[src/hw/rtl/sprpt_pkg.sv]
`timescale 1ns / 1ps
`default_nettype none
package sprpt_pkg;

  localparam int GRID_SIZE = 32;
  localparam int COORD_W   = 15;
  localparam int SCALE_W   = 11;
  localparam int PIX_W     = 5;
  localparam int ERR_W     = 36;
  localparam int MA_W      = 17;
  localparam int MB_W      = 13;

  localparam logic [4:0] OP_NONE  = 5'd0;
  localparam logic [4:0] OP_LOAD  = 5'd1;
  localparam logic [4:0] OP_DIV   = 5'd2;
  localparam logic [4:0] OP_SWAP  = 5'd3;
  localparam logic [4:0] OP_PREP  = 5'd4;
  localparam logic [4:0] OP_M0    = 5'd5;
  localparam logic [4:0] OP_M1    = 5'd6;
  localparam logic [4:0] OP_M2    = 5'd7;
  localparam logic [4:0] OP_M3    = 5'd8;
  localparam logic [4:0] OP_M4    = 5'd9;
  localparam logic [4:0] OP_VERT  = 5'd10;
  localparam logic [4:0] OP_WALK  = 5'd11;
  localparam logic [4:0] OP_TAIL  = 5'd12;
  localparam logic [4:0] OP_TWALK = 5'd13;
  localparam logic [4:0] OP_FIN   = 5'd14;
  localparam logic [4:0] OP_RERR  = 5'd15;

  typedef struct packed {
    logic [4:0] op;
  } cmd_t;

  typedef struct packed {
    logic div_last;
    logic range_bad;
    logic same_col;
    logic cond;
    logic col_done;
    logic cy_hi;
    logic stall;
    logic out_free;
  } sts_t;

endpackage
`default_nettype wire

[src/hw/rtl/sprpt_ray_if.sv]
`timescale 1ns / 1ps
`default_nettype none
interface sprpt_ray_if;
  logic                             valid;
  logic                             ready;
  logic [sprpt_pkg::COORD_W-1:0]    begin_x;
  logic [sprpt_pkg::COORD_W-1:0]    begin_y;
  logic [sprpt_pkg::COORD_W-1:0]    end_x;
  logic [sprpt_pkg::COORD_W-1:0]    end_y;
  modport source (output valid, begin_x, begin_y, end_x, end_y, input ready);
  modport sink (input valid, begin_x, begin_y, end_x, end_y, output ready);
endinterface
`default_nettype wire

[src/hw/rtl/sprpt_pix_if.sv]
`timescale 1ns / 1ps
`default_nettype none
interface sprpt_pix_if;
  logic                           valid;
  logic                           ready;
  logic [sprpt_pkg::PIX_W-1:0]    pixel_x;
  logic [sprpt_pkg::PIX_W-1:0]    pixel_y;
  logic                           last;
  logic                           range_error;
  modport source (output valid, pixel_x, pixel_y, last, range_error, input ready);
  modport sink (input valid, pixel_x, pixel_y, last, range_error, output ready);
endinterface
`default_nettype wire

[src/hw/rtl/sprpt_ctrl.sv]
`timescale 1ns / 1ps
`default_nettype none
module sprpt_ctrl (
  input  wire logic            clk,
  input  wire logic            rst_n,
  input  wire logic            in_valid,
  output logic                 in_ready,
  input  wire sprpt_pkg::sts_t sts,
  output sprpt_pkg::cmd_t      cmd
);

  localparam logic [4:0] ST_IDLE  = 5'd0;
  localparam logic [4:0] ST_DIV   = 5'd1;
  localparam logic [4:0] ST_CHK   = 5'd2;
  localparam logic [4:0] ST_SWAP  = 5'd3;
  localparam logic [4:0] ST_PREP  = 5'd4;
  localparam logic [4:0] ST_M0    = 5'd5;
  localparam logic [4:0] ST_M1    = 5'd6;
  localparam logic [4:0] ST_M2    = 5'd7;
  localparam logic [4:0] ST_M3    = 5'd8;
  localparam logic [4:0] ST_M4    = 5'd9;
  localparam logic [4:0] ST_VERT  = 5'd10;
  localparam logic [4:0] ST_WALK  = 5'd11;
  localparam logic [4:0] ST_TAIL  = 5'd12;
  localparam logic [4:0] ST_TWALK = 5'd13;
  localparam logic [4:0] ST_FIN   = 5'd14;
  localparam logic [4:0] ST_ERR   = 5'd15;

  logic [4:0] state_r, state_nxt;

  assign in_ready = (state_r == ST_IDLE);

  always_comb begin
    state_nxt = state_r;
    cmd.op    = sprpt_pkg::OP_NONE;
    case (state_r)
      ST_IDLE: begin
        if (in_valid) begin
          cmd.op    = sprpt_pkg::OP_LOAD;
          state_nxt = ST_DIV;
        end
      end
      ST_DIV: begin
        cmd.op = sprpt_pkg::OP_DIV;
        if (sts.div_last) state_nxt = ST_CHK;
      end
      ST_CHK: begin
        state_nxt = sts.range_bad ? ST_ERR : ST_SWAP;
      end
      ST_SWAP: begin
        cmd.op    = sprpt_pkg::OP_SWAP;
        state_nxt = ST_PREP;
      end
      ST_PREP: begin
        cmd.op    = sprpt_pkg::OP_PREP;
        state_nxt = ST_M0;
      end
      ST_M0: begin
        cmd.op    = sprpt_pkg::OP_M0;
        state_nxt = sts.same_col ? ST_VERT : ST_M1;
      end
      ST_M1: begin
        cmd.op    = sprpt_pkg::OP_M1;
        state_nxt = ST_M2;
      end
      ST_M2: begin
        cmd.op    = sprpt_pkg::OP_M2;
        state_nxt = ST_M3;
      end
      ST_M3: begin
        cmd.op    = sprpt_pkg::OP_M3;
        state_nxt = ST_M4;
      end
      ST_M4: begin
        cmd.op    = sprpt_pkg::OP_M4;
        state_nxt = ST_WALK;
      end
      ST_VERT: begin
        cmd.op = sprpt_pkg::OP_VERT;
        if (!sts.stall && sts.cy_hi) state_nxt = ST_FIN;
      end
      ST_WALK: begin
        cmd.op = sprpt_pkg::OP_WALK;
        if (!sts.stall && !sts.cond && sts.col_done) state_nxt = ST_TAIL;
      end
      ST_TAIL: begin
        cmd.op    = sprpt_pkg::OP_TAIL;
        state_nxt = ST_TWALK;
      end
      ST_TWALK: begin
        cmd.op = sprpt_pkg::OP_TWALK;
        if (!sts.stall && !sts.cond) state_nxt = ST_FIN;
      end
      ST_FIN: begin
        cmd.op = sprpt_pkg::OP_FIN;
        if (sts.out_free) state_nxt = ST_IDLE;
      end
      ST_ERR: begin
        cmd.op = sprpt_pkg::OP_RERR;
        if (sts.out_free) state_nxt = ST_IDLE;
      end
      default: state_nxt = ST_IDLE;
    endcase
  end

  always_ff @(posedge clk) begin
    if (!rst_n) begin
      state_r <= ST_IDLE;
    end else begin
      state_r <= state_nxt;
    end
  end

endmodule
`default_nettype wire

[src/hw/rtl/sprpt_dp.sv]
`timescale 1ns / 1ps
`default_nettype none
module sprpt_dp (
  input  wire logic                          clk,
  input  wire logic                          rst_n,
  input  wire sprpt_pkg::cmd_t               cmd,
  output sprpt_pkg::sts_t                    sts,
  input  wire logic                          cfg_we,
  input  wire logic [sprpt_pkg::SCALE_W-1:0] cfg_wdata,
  input  wire logic [sprpt_pkg::COORD_W-1:0] in_bx,
  input  wire logic [sprpt_pkg::COORD_W-1:0] in_by,
  input  wire logic [sprpt_pkg::COORD_W-1:0] in_ex,
  input  wire logic [sprpt_pkg::COORD_W-1:0] in_ey,
  output logic                               out_valid,
  input  wire logic                          out_ready,
  output logic [sprpt_pkg::PIX_W-1:0]        out_px,
  output logic [sprpt_pkg::PIX_W-1:0]        out_py,
  output logic                               out_last,
  output logic                               out_rerr
);

  localparam int CW = sprpt_pkg::COORD_W;
  localparam int SW = sprpt_pkg::SCALE_W;
  localparam int PW = sprpt_pkg::PIX_W;
  localparam int EW = sprpt_pkg::ERR_W;
  localparam int AW = sprpt_pkg::MA_W;
  localparam int BW = sprpt_pkg::MB_W;
  localparam int PRW = AW + BW;

  logic [SW-1:0] scale_r;
  logic [SW-1:0] s_eff;
  logic [SW:0]   s2;

  logic [CW-1:0] bx_r, by_r, ex_r, ey_r;
  logic [CW-1:0] qbx_r, qby_r, qex_r, qey_r;
  logic [SW-1:0] rbx_r, rby_r, rex_r, rey_r;

  logic [1:0]    dv_idx_r;
  logic [3:0]    dv_bit_r;
  logic [CW-1:0] dv_num_r, dv_num_nxt;
  logic [SW-1:0] dv_rem_r, dv_rem_nxt;
  logic [SW:0]   dv_trial;
  logic          dv_ge;
  logic          dv_end;

  logic [CW-1:0]     dx_r;
  logic signed [CW:0] dy_r;
  logic          dy_pos;
  logic [PW-1:0] cx_r, cy_r, endpx_r, hi_r;
  logic signed [EW-1:0] err_r, den_r, step_r, tailp_r;

  logic signed [AW-1:0]  ma;
  logic signed [BW-1:0]  mb;
  logic signed [PRW-1:0] prod;
  logic signed [EW-1:0]  prod_x;

  logic cond, eqc, col_done;
  logic [PW-1:0] cy_step;
  logic signed [EW-1:0] err_cond, err_base, err_add;

  logic          put_req, is_new, stall, out_free;
  logic          hv_r;
  logic [PW-1:0] hx_r, hy_r;
  logic          swap;
  logic [CW-1:0] qlo, qhi;

  assign s_eff = (scale_r == '0) ? SW'(1) : scale_r;
  assign s2    = {s_eff, 1'b0};

  // restoring divider, one quotient bit per cycle
  assign dv_trial   = {dv_rem_r, dv_num_r[CW-1]};
  assign dv_ge      = dv_trial >= {1'b0, s_eff};
  assign dv_rem_nxt = dv_ge ? SW'(dv_trial - {1'b0, s_eff}) : dv_trial[SW-1:0];
  assign dv_num_nxt = {dv_num_r[CW-2:0], dv_ge};
  assign dv_end     = (dv_bit_r == 4'(CW - 1));

  assign dy_pos   = dy_r > 0;
  assign cond     = dy_pos ? (err_r > den_r) : (err_r < 0);
  assign eqc      = dy_pos ? (err_r == den_r) : (err_r == 0);
  assign col_done = ({1'b0, cx_r} + 1'b1) >= {1'b0, endpx_r};
  assign cy_step  = dy_pos ? cy_r + 1'b1 : cy_r - 1'b1;
  assign err_cond = dy_pos ? err_r - den_r : err_r + den_r;
  assign err_base = eqc ? (dy_pos ? EW'(0) : den_r) : err_r;
  assign err_add  = col_done ? EW'(0) : step_r;

  assign put_req  = (cmd.op == sprpt_pkg::OP_VERT) || (cmd.op == sprpt_pkg::OP_WALK) ||
                    (cmd.op == sprpt_pkg::OP_TWALK);
  assign is_new   = !hv_r || (hx_r != cx_r) || (hy_r != cy_r);
  assign out_free = !out_valid || out_ready;
  assign stall    = put_req && is_new && hv_r && !out_free;

  assign swap = bx_r > ex_r;
  assign qlo  = (qby_r < qey_r) ? qby_r : qey_r;
  assign qhi  = (qby_r < qey_r) ? qey_r : qby_r;

  always_comb begin
    ma = '0;
    mb = '0;
    case (cmd.op)
      sprpt_pkg::OP_M0: begin
        ma = AW'(signed'({1'b0, dx_r}));
        mb = BW'(signed'({1'b0, s2}));
      end
      sprpt_pkg::OP_M1: begin
        ma = AW'(signed'({1'b0, dx_r}));
        mb = BW'(signed'({2'b0, rby_r, 1'b1}));
      end
      sprpt_pkg::OP_M2: begin
        ma = AW'(dy_r);
        mb = BW'(signed'({1'b0, (SW + 1)'(s2 - {rbx_r, 1'b1})}));
      end
      sprpt_pkg::OP_M3: begin
        ma = AW'(dy_r);
        mb = BW'(signed'({1'b0, s2}));
      end
      sprpt_pkg::OP_M4: begin
        ma = AW'(dy_r);
        mb = BW'(signed'({2'b0, rex_r, 1'b1}));
      end
      default: begin
        ma = '0;
        mb = '0;
      end
    endcase
  end

  assign prod   = ma * mb;
  assign prod_x = EW'(prod);

  assign sts.div_last  = (cmd.op == sprpt_pkg::OP_DIV) && dv_end && (dv_idx_r == 2'd3);
  assign sts.range_bad = (qbx_r >= CW'(sprpt_pkg::GRID_SIZE)) ||
                         (qby_r >= CW'(sprpt_pkg::GRID_SIZE)) ||
                         (qex_r >= CW'(sprpt_pkg::GRID_SIZE)) ||
                         (qey_r >= CW'(sprpt_pkg::GRID_SIZE));
  assign sts.same_col  = (cx_r == endpx_r);
  assign sts.cond      = cond;
  assign sts.col_done  = col_done;
  assign sts.cy_hi     = (cy_r == hi_r);
  assign sts.stall     = stall;
  assign sts.out_free  = out_free;

  always_ff @(posedge clk) begin
    if (!rst_n) begin
      scale_r <= SW'(1);
    end else if (cfg_we) begin
      scale_r <= cfg_wdata;
    end
  end

  always_ff @(posedge clk) begin
    case (cmd.op)
      sprpt_pkg::OP_LOAD: begin
        bx_r     <= in_bx;
        by_r     <= in_by;
        ex_r     <= in_ex;
        ey_r     <= in_ey;
        dv_idx_r <= 2'd0;
        dv_bit_r <= 4'd0;
        dv_num_r <= in_bx;
        dv_rem_r <= '0;
      end
      sprpt_pkg::OP_DIV: begin
        if (dv_end) begin
          case (dv_idx_r)
            2'd0: begin qbx_r <= dv_num_nxt; rbx_r <= dv_rem_nxt; dv_num_r <= by_r; end
            2'd1: begin qby_r <= dv_num_nxt; rby_r <= dv_rem_nxt; dv_num_r <= ex_r; end
            2'd2: begin qex_r <= dv_num_nxt; rex_r <= dv_rem_nxt; dv_num_r <= ey_r; end
            default: begin qey_r <= dv_num_nxt; rey_r <= dv_rem_nxt; end
          endcase
          dv_idx_r <= dv_idx_r + 1'b1;
          dv_bit_r <= 4'd0;
          dv_rem_r <= '0;
        end else begin
          dv_bit_r <= dv_bit_r + 1'b1;
          dv_num_r <= dv_num_nxt;
          dv_rem_r <= dv_rem_nxt;
        end
      end
      sprpt_pkg::OP_SWAP: begin
        if (swap) begin
          bx_r <= ex_r; ex_r <= bx_r; by_r <= ey_r; ey_r <= by_r;
          qbx_r <= qex_r; qex_r <= qbx_r; qby_r <= qey_r; qey_r <= qby_r;
          rbx_r <= rex_r; rex_r <= rbx_r; rby_r <= rey_r; rey_r <= rby_r;
        end
      end
      sprpt_pkg::OP_PREP: begin
        dx_r    <= ex_r - bx_r;
        dy_r    <= signed'({1'b0, ey_r}) - signed'({1'b0, by_r});
        cx_r    <= qbx_r[PW-1:0];
        endpx_r <= qex_r[PW-1:0];
        hi_r    <= qhi[PW-1:0];
        cy_r    <= (qbx_r == qex_r) ? qlo[PW-1:0] : qby_r[PW-1:0];
      end
      sprpt_pkg::OP_M0: den_r   <= prod_x;
      sprpt_pkg::OP_M1: err_r   <= prod_x;
      sprpt_pkg::OP_M2: err_r   <= err_r + prod_x;
      sprpt_pkg::OP_M3: step_r  <= prod_x;
      sprpt_pkg::OP_M4: tailp_r <= prod_x;
      sprpt_pkg::OP_VERT: begin
        if (!stall && !sts.cy_hi) cy_r <= cy_r + 1'b1;
      end
      sprpt_pkg::OP_WALK: begin
        if (!stall) begin
          if (cond) begin
            err_r <= err_cond;
            cy_r  <= cy_step;
          end else begin
            cx_r  <= cx_r + 1'b1;
            err_r <= err_base + err_add;
            if (eqc) cy_r <= cy_step;
          end
        end
      end
      sprpt_pkg::OP_TAIL: err_r <= err_r + tailp_r;
      sprpt_pkg::OP_TWALK: begin
        if (!stall && cond) begin
          err_r <= err_cond;
          cy_r  <= cy_step;
        end
      end
      default: begin
      end
    endcase
  end

  always_ff @(posedge clk) begin
    if (!rst_n) begin
      hv_r      <= 1'b0;
      out_valid <= 1'b0;
    end else begin
      if (put_req && !stall && is_new) begin
        hv_r <= 1'b1;
      end else if (cmd.op == sprpt_pkg::OP_FIN && out_free) begin
        hv_r <= 1'b0;
      end
      if ((put_req && !stall && is_new && hv_r) ||
          ((cmd.op == sprpt_pkg::OP_FIN || cmd.op == sprpt_pkg::OP_RERR) && out_free)) begin
        out_valid <= 1'b1;
      end else if (out_ready) begin
        out_valid <= 1'b0;
      end
    end
  end

  always_ff @(posedge clk) begin
    if (put_req && !stall && is_new) begin
      hx_r <= cx_r;
      hy_r <= cy_r;
      if (hv_r) begin
        out_px   <= hx_r;
        out_py   <= hy_r;
        out_last <= 1'b0;
        out_rerr <= 1'b0;
      end
    end else if (cmd.op == sprpt_pkg::OP_FIN && out_free) begin
      out_px   <= hx_r;
      out_py   <= hy_r;
      out_last <= 1'b1;
      out_rerr <= 1'b0;
    end else if (cmd.op == sprpt_pkg::OP_RERR && out_free) begin
      out_px   <= '0;
      out_py   <= '0;
      out_last <= 1'b1;
      out_rerr <= 1'b1;
    end
  end

endmodule
`default_nettype wire

[src/hw/rtl/subpixel_ray_pixel_traversal_top.sv]
`timescale 1ns / 1ps
`default_nettype none
// Subpixel ray to pixel traversal.
// in_ray carries one ray (begin and end point in subpixel units); out_pix
// carries the crossed pixels in order, low x first, with last on the final
// one. A ray with an endpoint outside the 32x32 grid gives a single result
// with range_error and last set. cfg_we/cfg_wdata write subpixel_scale
// (0 acts as 1); write it only while the block is idle.
// One ray at a time: in_ray.ready is high only while idle. After a transfer
// the four endpoint coordinates are divided by the scale in turn on a shared
// restoring divider, then come a range check, an endpoint swap, a prep step
// and the products on the shared multiplier (only the first one when both
// ends lie in one pixel column). The walk emits up to one pixel per cycle
// while the receiver keeps up.
// Results leave through an output register; a stalled receiver holds the
// walk until the register frees up, nothing is dropped.
// Synchronous reset sets the scale to 1 and returns the block to idle with
// no result pending.
module subpixel_ray_pixel_traversal_top (
  input  wire logic                          clk,
  input  wire logic                          rst_n,
  input  wire logic                          cfg_we,
  input  wire logic [sprpt_pkg::SCALE_W-1:0] cfg_wdata,
  sprpt_ray_if.sink                          in_ray,
  sprpt_pix_if.source                        out_pix
);

  sprpt_pkg::cmd_t cmd;
  sprpt_pkg::sts_t sts;

  sprpt_ctrl u_ctrl (
    .clk      (clk),
    .rst_n    (rst_n),
    .in_valid (in_ray.valid),
    .in_ready (in_ray.ready),
    .sts      (sts),
    .cmd      (cmd)
  );

  sprpt_dp u_dp (
    .clk       (clk),
    .rst_n     (rst_n),
    .cmd       (cmd),
    .sts       (sts),
    .cfg_we    (cfg_we),
    .cfg_wdata (cfg_wdata),
    .in_bx     (in_ray.begin_x),
    .in_by     (in_ray.begin_y),
    .in_ex     (in_ray.end_x),
    .in_ey     (in_ray.end_y),
    .out_valid (out_pix.valid),
    .out_ready (out_pix.ready),
    .out_px    (out_pix.pixel_x),
    .out_py    (out_pix.pixel_y),
    .out_last  (out_pix.last),
    .out_rerr  (out_pix.range_error)
  );

endmodule
`default_nettype wire
[src/flat_wrapper.sv]
// flat-port wrapper written by rule: the top's interface ports become plain ports
module subpixel_ray_pixel_traversal_top_flat 
  (clk, rst_n, cfg_we, cfg_wdata, in_ray_valid, in_ray_begin_x, in_ray_begin_y, in_ray_end_x, in_ray_end_y, in_ray_ready, out_pix_valid, out_pix_pixel_x, out_pix_pixel_y, out_pix_last, out_pix_range_error, out_pix_ready);
  sprpt_ray_if in_ray_i ();
  sprpt_pix_if out_pix_i ();
  input  wire logic clk;
  input  wire logic rst_n;
  input  wire logic cfg_we;
  input  wire logic [sprpt_pkg::SCALE_W-1:0] cfg_wdata;
  input wire logic [$bits(in_ray_i.valid)-1:0] in_ray_valid;
  input wire logic [$bits(in_ray_i.begin_x)-1:0] in_ray_begin_x;
  input wire logic [$bits(in_ray_i.begin_y)-1:0] in_ray_begin_y;
  input wire logic [$bits(in_ray_i.end_x)-1:0] in_ray_end_x;
  input wire logic [$bits(in_ray_i.end_y)-1:0] in_ray_end_y;
  output wire logic [$bits(in_ray_i.ready)-1:0] in_ray_ready;
  output wire logic [$bits(out_pix_i.valid)-1:0] out_pix_valid;
  output wire logic [$bits(out_pix_i.pixel_x)-1:0] out_pix_pixel_x;
  output wire logic [$bits(out_pix_i.pixel_y)-1:0] out_pix_pixel_y;
  output wire logic [$bits(out_pix_i.last)-1:0] out_pix_last;
  output wire logic [$bits(out_pix_i.range_error)-1:0] out_pix_range_error;
  input wire logic [$bits(out_pix_i.ready)-1:0] out_pix_ready;
  assign in_ray_i.valid = in_ray_valid;
  assign in_ray_i.begin_x = in_ray_begin_x;
  assign in_ray_i.begin_y = in_ray_begin_y;
  assign in_ray_i.end_x = in_ray_end_x;
  assign in_ray_i.end_y = in_ray_end_y;
  assign in_ray_ready = in_ray_i.ready;
  assign out_pix_valid = out_pix_i.valid;
  assign out_pix_pixel_x = out_pix_i.pixel_x;
  assign out_pix_pixel_y = out_pix_i.pixel_y;
  assign out_pix_last = out_pix_i.last;
  assign out_pix_range_error = out_pix_i.range_error;
  assign out_pix_i.ready = out_pix_ready;
  subpixel_ray_pixel_traversal_top u_core (.clk(clk), .rst_n(rst_n), .cfg_we(cfg_we), .cfg_wdata(cfg_wdata), .in_ray(in_ray_i), .out_pix(out_pix_i));
endmodule
[config.mk]
export PLATFORM = sky130hd
export DESIGN_NAME = subpixel_ray_pixel_traversal_top_flat
export DESIGN_NICKNAME = d
export VERILOG_FILES = /design/src/hw/rtl/sprpt_pkg.sv /design/src/hw/rtl/sprpt_ray_if.sv /design/src/hw/rtl/sprpt_pix_if.sv /design/src/hw/rtl/sprpt_ctrl.sv /design/src/hw/rtl/sprpt_dp.sv /design/src/hw/rtl/subpixel_ray_pixel_traversal_top.sv /design/src/flat_wrapper.sv
export SDC_FILE = /design/constraint.sdc
export NUM_CORES = 2
export LEC_CHECK = 0
export ABC_CLOCK_PERIOD_IN_PS = 13900
export BUFFER_PORTS_ARGS = -buffer_cell sky130_fd_sc_hd__buf_2
export CAP_MARGIN = 0
export CORE_MARGIN = 4
export CORE_UTILIZATION = 25
export DETAILED_ROUTE_END_ITERATION = 6
export HOLD_SLACK_MARGIN = 0.08
export PLACE_DENSITY = 0.41
export SLEW_MARGIN = 20
export SYNTH_ARGS = -nofsm -noshare
export SYNTH_HDL_FRONTEND = slang
export SYNTH_HIERARCHICAL = 1
export SYNTH_SLANG_ARGS = --single-unit
[constraint.sdc]
create_clock -name clk -period 13.9 [get_ports clk]
set_input_delay 1.39 -clock clk [delete_from_list [all_inputs] [get_ports clk]]
set_output_delay 1.39 -clock clk [all_outputs]
set_load 0.03 [all_outputs]
==> impl.org <==
** Detailed routing
- DRC violation total after the first TritonRoute iteration :: 1894
- Routed wirelength normalized by instance count :: about 21 µm
- Summed over all layers, the routed wires come to between 100000 and 150000 µm.
- Once detail routing completed, the nets flagged for antenna violations numbered 0.
- Number of remaining DRC errors :: 1
- Vias per cell :: 4.92
- Summing over every cut layer, the via total after detailed routing is 29579.
- For this run, the detailed router's first-pass iteration total came to 7.

** Timing
- Setup repair after global routing left no endpoint under its margin.
- The max-slew violation total from the final report is 0.
- Setup Viol. Count Final :: 0
- The worst pin sits at a relative slew slack of 0.305.
- For the final database, setup skew stands at roughly 25 ps.
- Sum Neg Setup Slack :: 0 ps
- Static timing analysis puts the maximum clock frequency at 0.0837 GHz.
- At the pin with the least slew margin, the transition time is 1040 ps.
- Ratio of final minimum period to clock period :: 0.859
- Final hold violation count :: 0
- Counting I/O delays and the setup requirement, the final critical path takes between 10000 and 15000 ps.
- Setup slack after layout :: 1960 ps

** Setup path
- Maximum cell stage delay along the critical path :: 770 ps
- STA classifies the critical path startpoint as a register.
- The setup path with the least slack is of type register to register.
- The largest individual stage delay along the critical path comes from the cell o311a_1.
- In this run the worst path has a maximum fanout of 17.
- STA puts the critical path data arrival time at ~12000 ps.
- Critical path data required time :: about 14000 ps
- Most used cell, CP :: inv_1
- Among cell families on the critical path, the largest total delay comes from compound AO/OA/AOI/OAI gates.
- Element type at the critical path end :: register
- Number of buffers and inverters on the critical path :: 7

** Placed design
- Sum of net half-perimeters after detailed placement :: 101000 µm
- Number of buffers added on ports :: 89
- The congestion estimate from routability-driven global placement came to approximately 0.88.
- At the placement stage, the worst setup path has a slack of 1800 ps.
- After detailed placement, the total cell area comes to 0.0392 mm².

** GRT
- The initial antenna violation count is 3.
- Entering global routing, the biggest net connects around 150 pins.
- The global routing stage identified its most utilized layer as met2.
- Number of global-route vias before repair :: 30171
- Met2 capacity usage during global routing :: 0.281
- Fraction of met3 tracks used by global routing :: 0.0164
- Met1 routing resource usage after global routing :: 0.225
- Summed over all layers, the global routing overflow is 0.
- Combined global-route utilization of all metal layers :: 0.166
- The first global-routing pass estimated 193000 µm of wire.

** Yosys
- Post-synth EDFFs :: 395
- Average size of a mapped cell :: ~9.0 µm²
- Cell type contributing the most total cell area after synthesis :: edfxtp_1
- Of the post-synthesis cell area, the dominant cell type holds 0.325.
- Number of cells produced by synthesis :: 4048
- After synthesis the cells add up to 0.0365 mm².
- Synth Warn # :: 6
- After synthesis, the share of flip-flops with an asynchronous set or reset is 0.
- Leading cell types by total area after synthesis :: edfxtp_1 32%, fa_1 10%, ha_1 10%, nand2_1 6.6%, inv_1 4.3%
- For this run, the leading register cell type out of synthesis is edfxtp_1.
- Count of unique library cells instantiated by Yosys :: 94
- For this run, the register share of the synthesized area comes to 0.334.
- Counting flops and latches in the post-synthesis netlist gives between 400 and 500.
- Post-Synthesis Net Count :: about 4600

** Final layout
- From synthesis to final layout, the design area changed by 12.3%.
- In the layout the commonest cells are 638 x nand2_1, 423 x inv_1, 395 x edfxtp_1.
- At the end of the flow the core is filled with cells to 0.284.
- Final design area excluding fillers :: 0.0410 mm²
- In the final layout, the share of cells above drive strength 1 is 0.0740.
- Leading cell type in the layout, fill and taps excluded :: nand2_1
- For this run, the post-layout net count is 4623.

** Job
- Max_cap viols :: 0

** Outcome
- Violations in the final reports :: DRC
- Status :: complete, but fails checks

** Clock tree
- Clock latency at the later pin of the worst-skew pair :: 640 ps
- The number of hold buffers added after CTS was 0.
- Buffer type at the clock tree root :: clkbuf_16
- The number of gates resized after CTS was 0.
- CTS saw ~410 sinks.
- Register clock-pin slew on the reported worst setup and hold paths :: 60 ps
- CTS built an H-tree with a depth of 2.
- In this run the deepest clock path goes through 3 buffers.
- In this run the post-CTS setup repair buffer count came out at 0.
- TritonCTS built the clock tree.
- The number of clock buffers added by TritonCTS is 53.

** Floorplan
- Initial cell density of the core :: 0.253
- The floorplan has approximately 140 rows.
- Chip height :: 390 µm
- Die X-Extent :: 390 µm
- Overall die area :: 0.152 mm²
- For this design the top-level I/O count stands at 90.
- Core ar. :: 0.144 mm²

** Pwr
- Power comes to about 5300 µW.
- Max IR drop VDD :: between 0.1 and 0.15 mV
- Leakage power summed over all cells :: 0.0172 µW
- Pwr/cell area :: 130 mW/mm²

** Min path
- The min-delay analysis places its worst path in the category register to register.
## flip-flops by register name (all words and copies together) (netlist names), 11 cells and up
| signal | flops |
|---|---|
| u_core/u_dp/den_r | 30 |
| u_core/u_dp/dv_num_r | 15 |
| u_core/u_dp/rey_r | 11 |
| u_core/u_dp/qex_r | 15 |
| u_core/u_dp/dy_r | 16 |
| u_core/u_dp/rex_r | 11 |
| u_core/u_dp/ex_r | 15 |
| u_core/u_dp/qey_r | 15 |
| u_core/u_dp/scale_r | 11 |
| u_core/u_dp/rbx_r | 11 |
| u_core/u_dp/rby_r | 11 |
| u_core/u_dp/bx_r | 15 |
| u_core/u_dp/ey_r | 15 |
| u_core/u_dp/err_r | 36 |
| u_core/u_dp/by_r | 15 |
| u_core/u_dp/step_r | 30 |
| u_core/u_dp/tailp_r | 30 |
| u_core/u_dp/qby_r | 15 |
| u_core/u_dp/dv_rem_r | 11 |
| u_core/u_dp/qbx_r | 15 |
| u_core/u_dp/dx_r | 15 |
## power by group
group          leakage (µW)  internal [µW]  total (µW)  switching, µW
clock network      0.000868            859        1450            595
registers           0.00389           1700        1860            162
logic                0.0125            670        2000           1330
total                0.0172           3230        5320           2080
## per-layer routing
layer  up-vias  routed length, µm
met2       620              60800
met3       151               4410
met5         -                 20
met4         2               3640
met1     14621              60000
li1      14185                  -
## layout make-up
cell class,instances,area (µm²)
Fill cell,15573,103000
Antenna cell,2,5.00
Clock inverter,31,360
Timing Repair Buffer,145,878
Tap cell,1903,2380
Multi-Input combinational cell,3031,22100
Sequential cell,412,12200
Clock buffer,68,1430
Inverter,423,1590
## per-stage QoR
step / hold slack, ps / instances
3_3_place_gp: 503 / 5914
4_1_cts: 531 / 6013
3_5_place_dp: 517 / 5914
2_1_floorplan: 424 / 4048
6_report: 527 / 6015
5_1_grt: 541 / 6013
## cells by family after synthesis
logic type | Yosys count | share of synthesized area
AOI/OAI and AO/OA | 959 | 0.173
xor gates and xnor gates | 195 | 0.0470
adders and majority gates | 481 | 0.204
buffers and inverters | 605 | 0.0642
DFF | 412 | 0.334
muxes | 42 | 0.0119
other | 1 | 0.000103
and+or+nand+nor | 1353 | 0.166
## worst paths after layout
kind | start | endpoint | slack, ps | depth (start not counted)
max | u_core/u_dp/scale_r[10] | u_core/u_dp/err_r[34] | 1960 | 46
min reg2reg | u_core/u_dp/rey_r[1] | u_core/u_dp/rby_r[1] | 530 | 1
min | u_core/u_dp/rey_r[1] | u_core/u_dp/rby_r[1] | 530 | 1
max reg2reg | u_core/u_dp/scale_r[10] | u_core/u_dp/err_r[34] | 1960 | 46
## synth_stat cells, drive strengths merged (10+ instances only)
cell type and instances:
nor2 308, mux2i 32, clkbuf 150, dfxtp 17
o21bai 24, nand2b 27, nor4 53, or2 15
xnor2 149, a21o 68, a22o 19, ha 292
a211oi 42, nor2b 63, a222oi 21, xor2 46
a21oi 261, a31oi 26, fa 189, o211ai 25
edfxtp 395, a21boi 23, nand2 641, o21a 27
a221oi 15, o221ai 11, o21ai 222, or3 15
nor3 49, nand4 31, inv 423, o31ai 45
mux2 10, and3 26, a22oi 37, buf 32
nand3 55, and2 42
## worst register-to-register path: cells and delay by family, from the launching register on
kind | cells | cell delay, ps
xor+xnor | 1 | 670
simple gates | 8 | 1360
compound gates | 21 | 5120
buf+inv | 7 | 650
fa+ha+maj | 9 | 3520
flops | 1 | 390
Power figures use the tool's default switching activity.
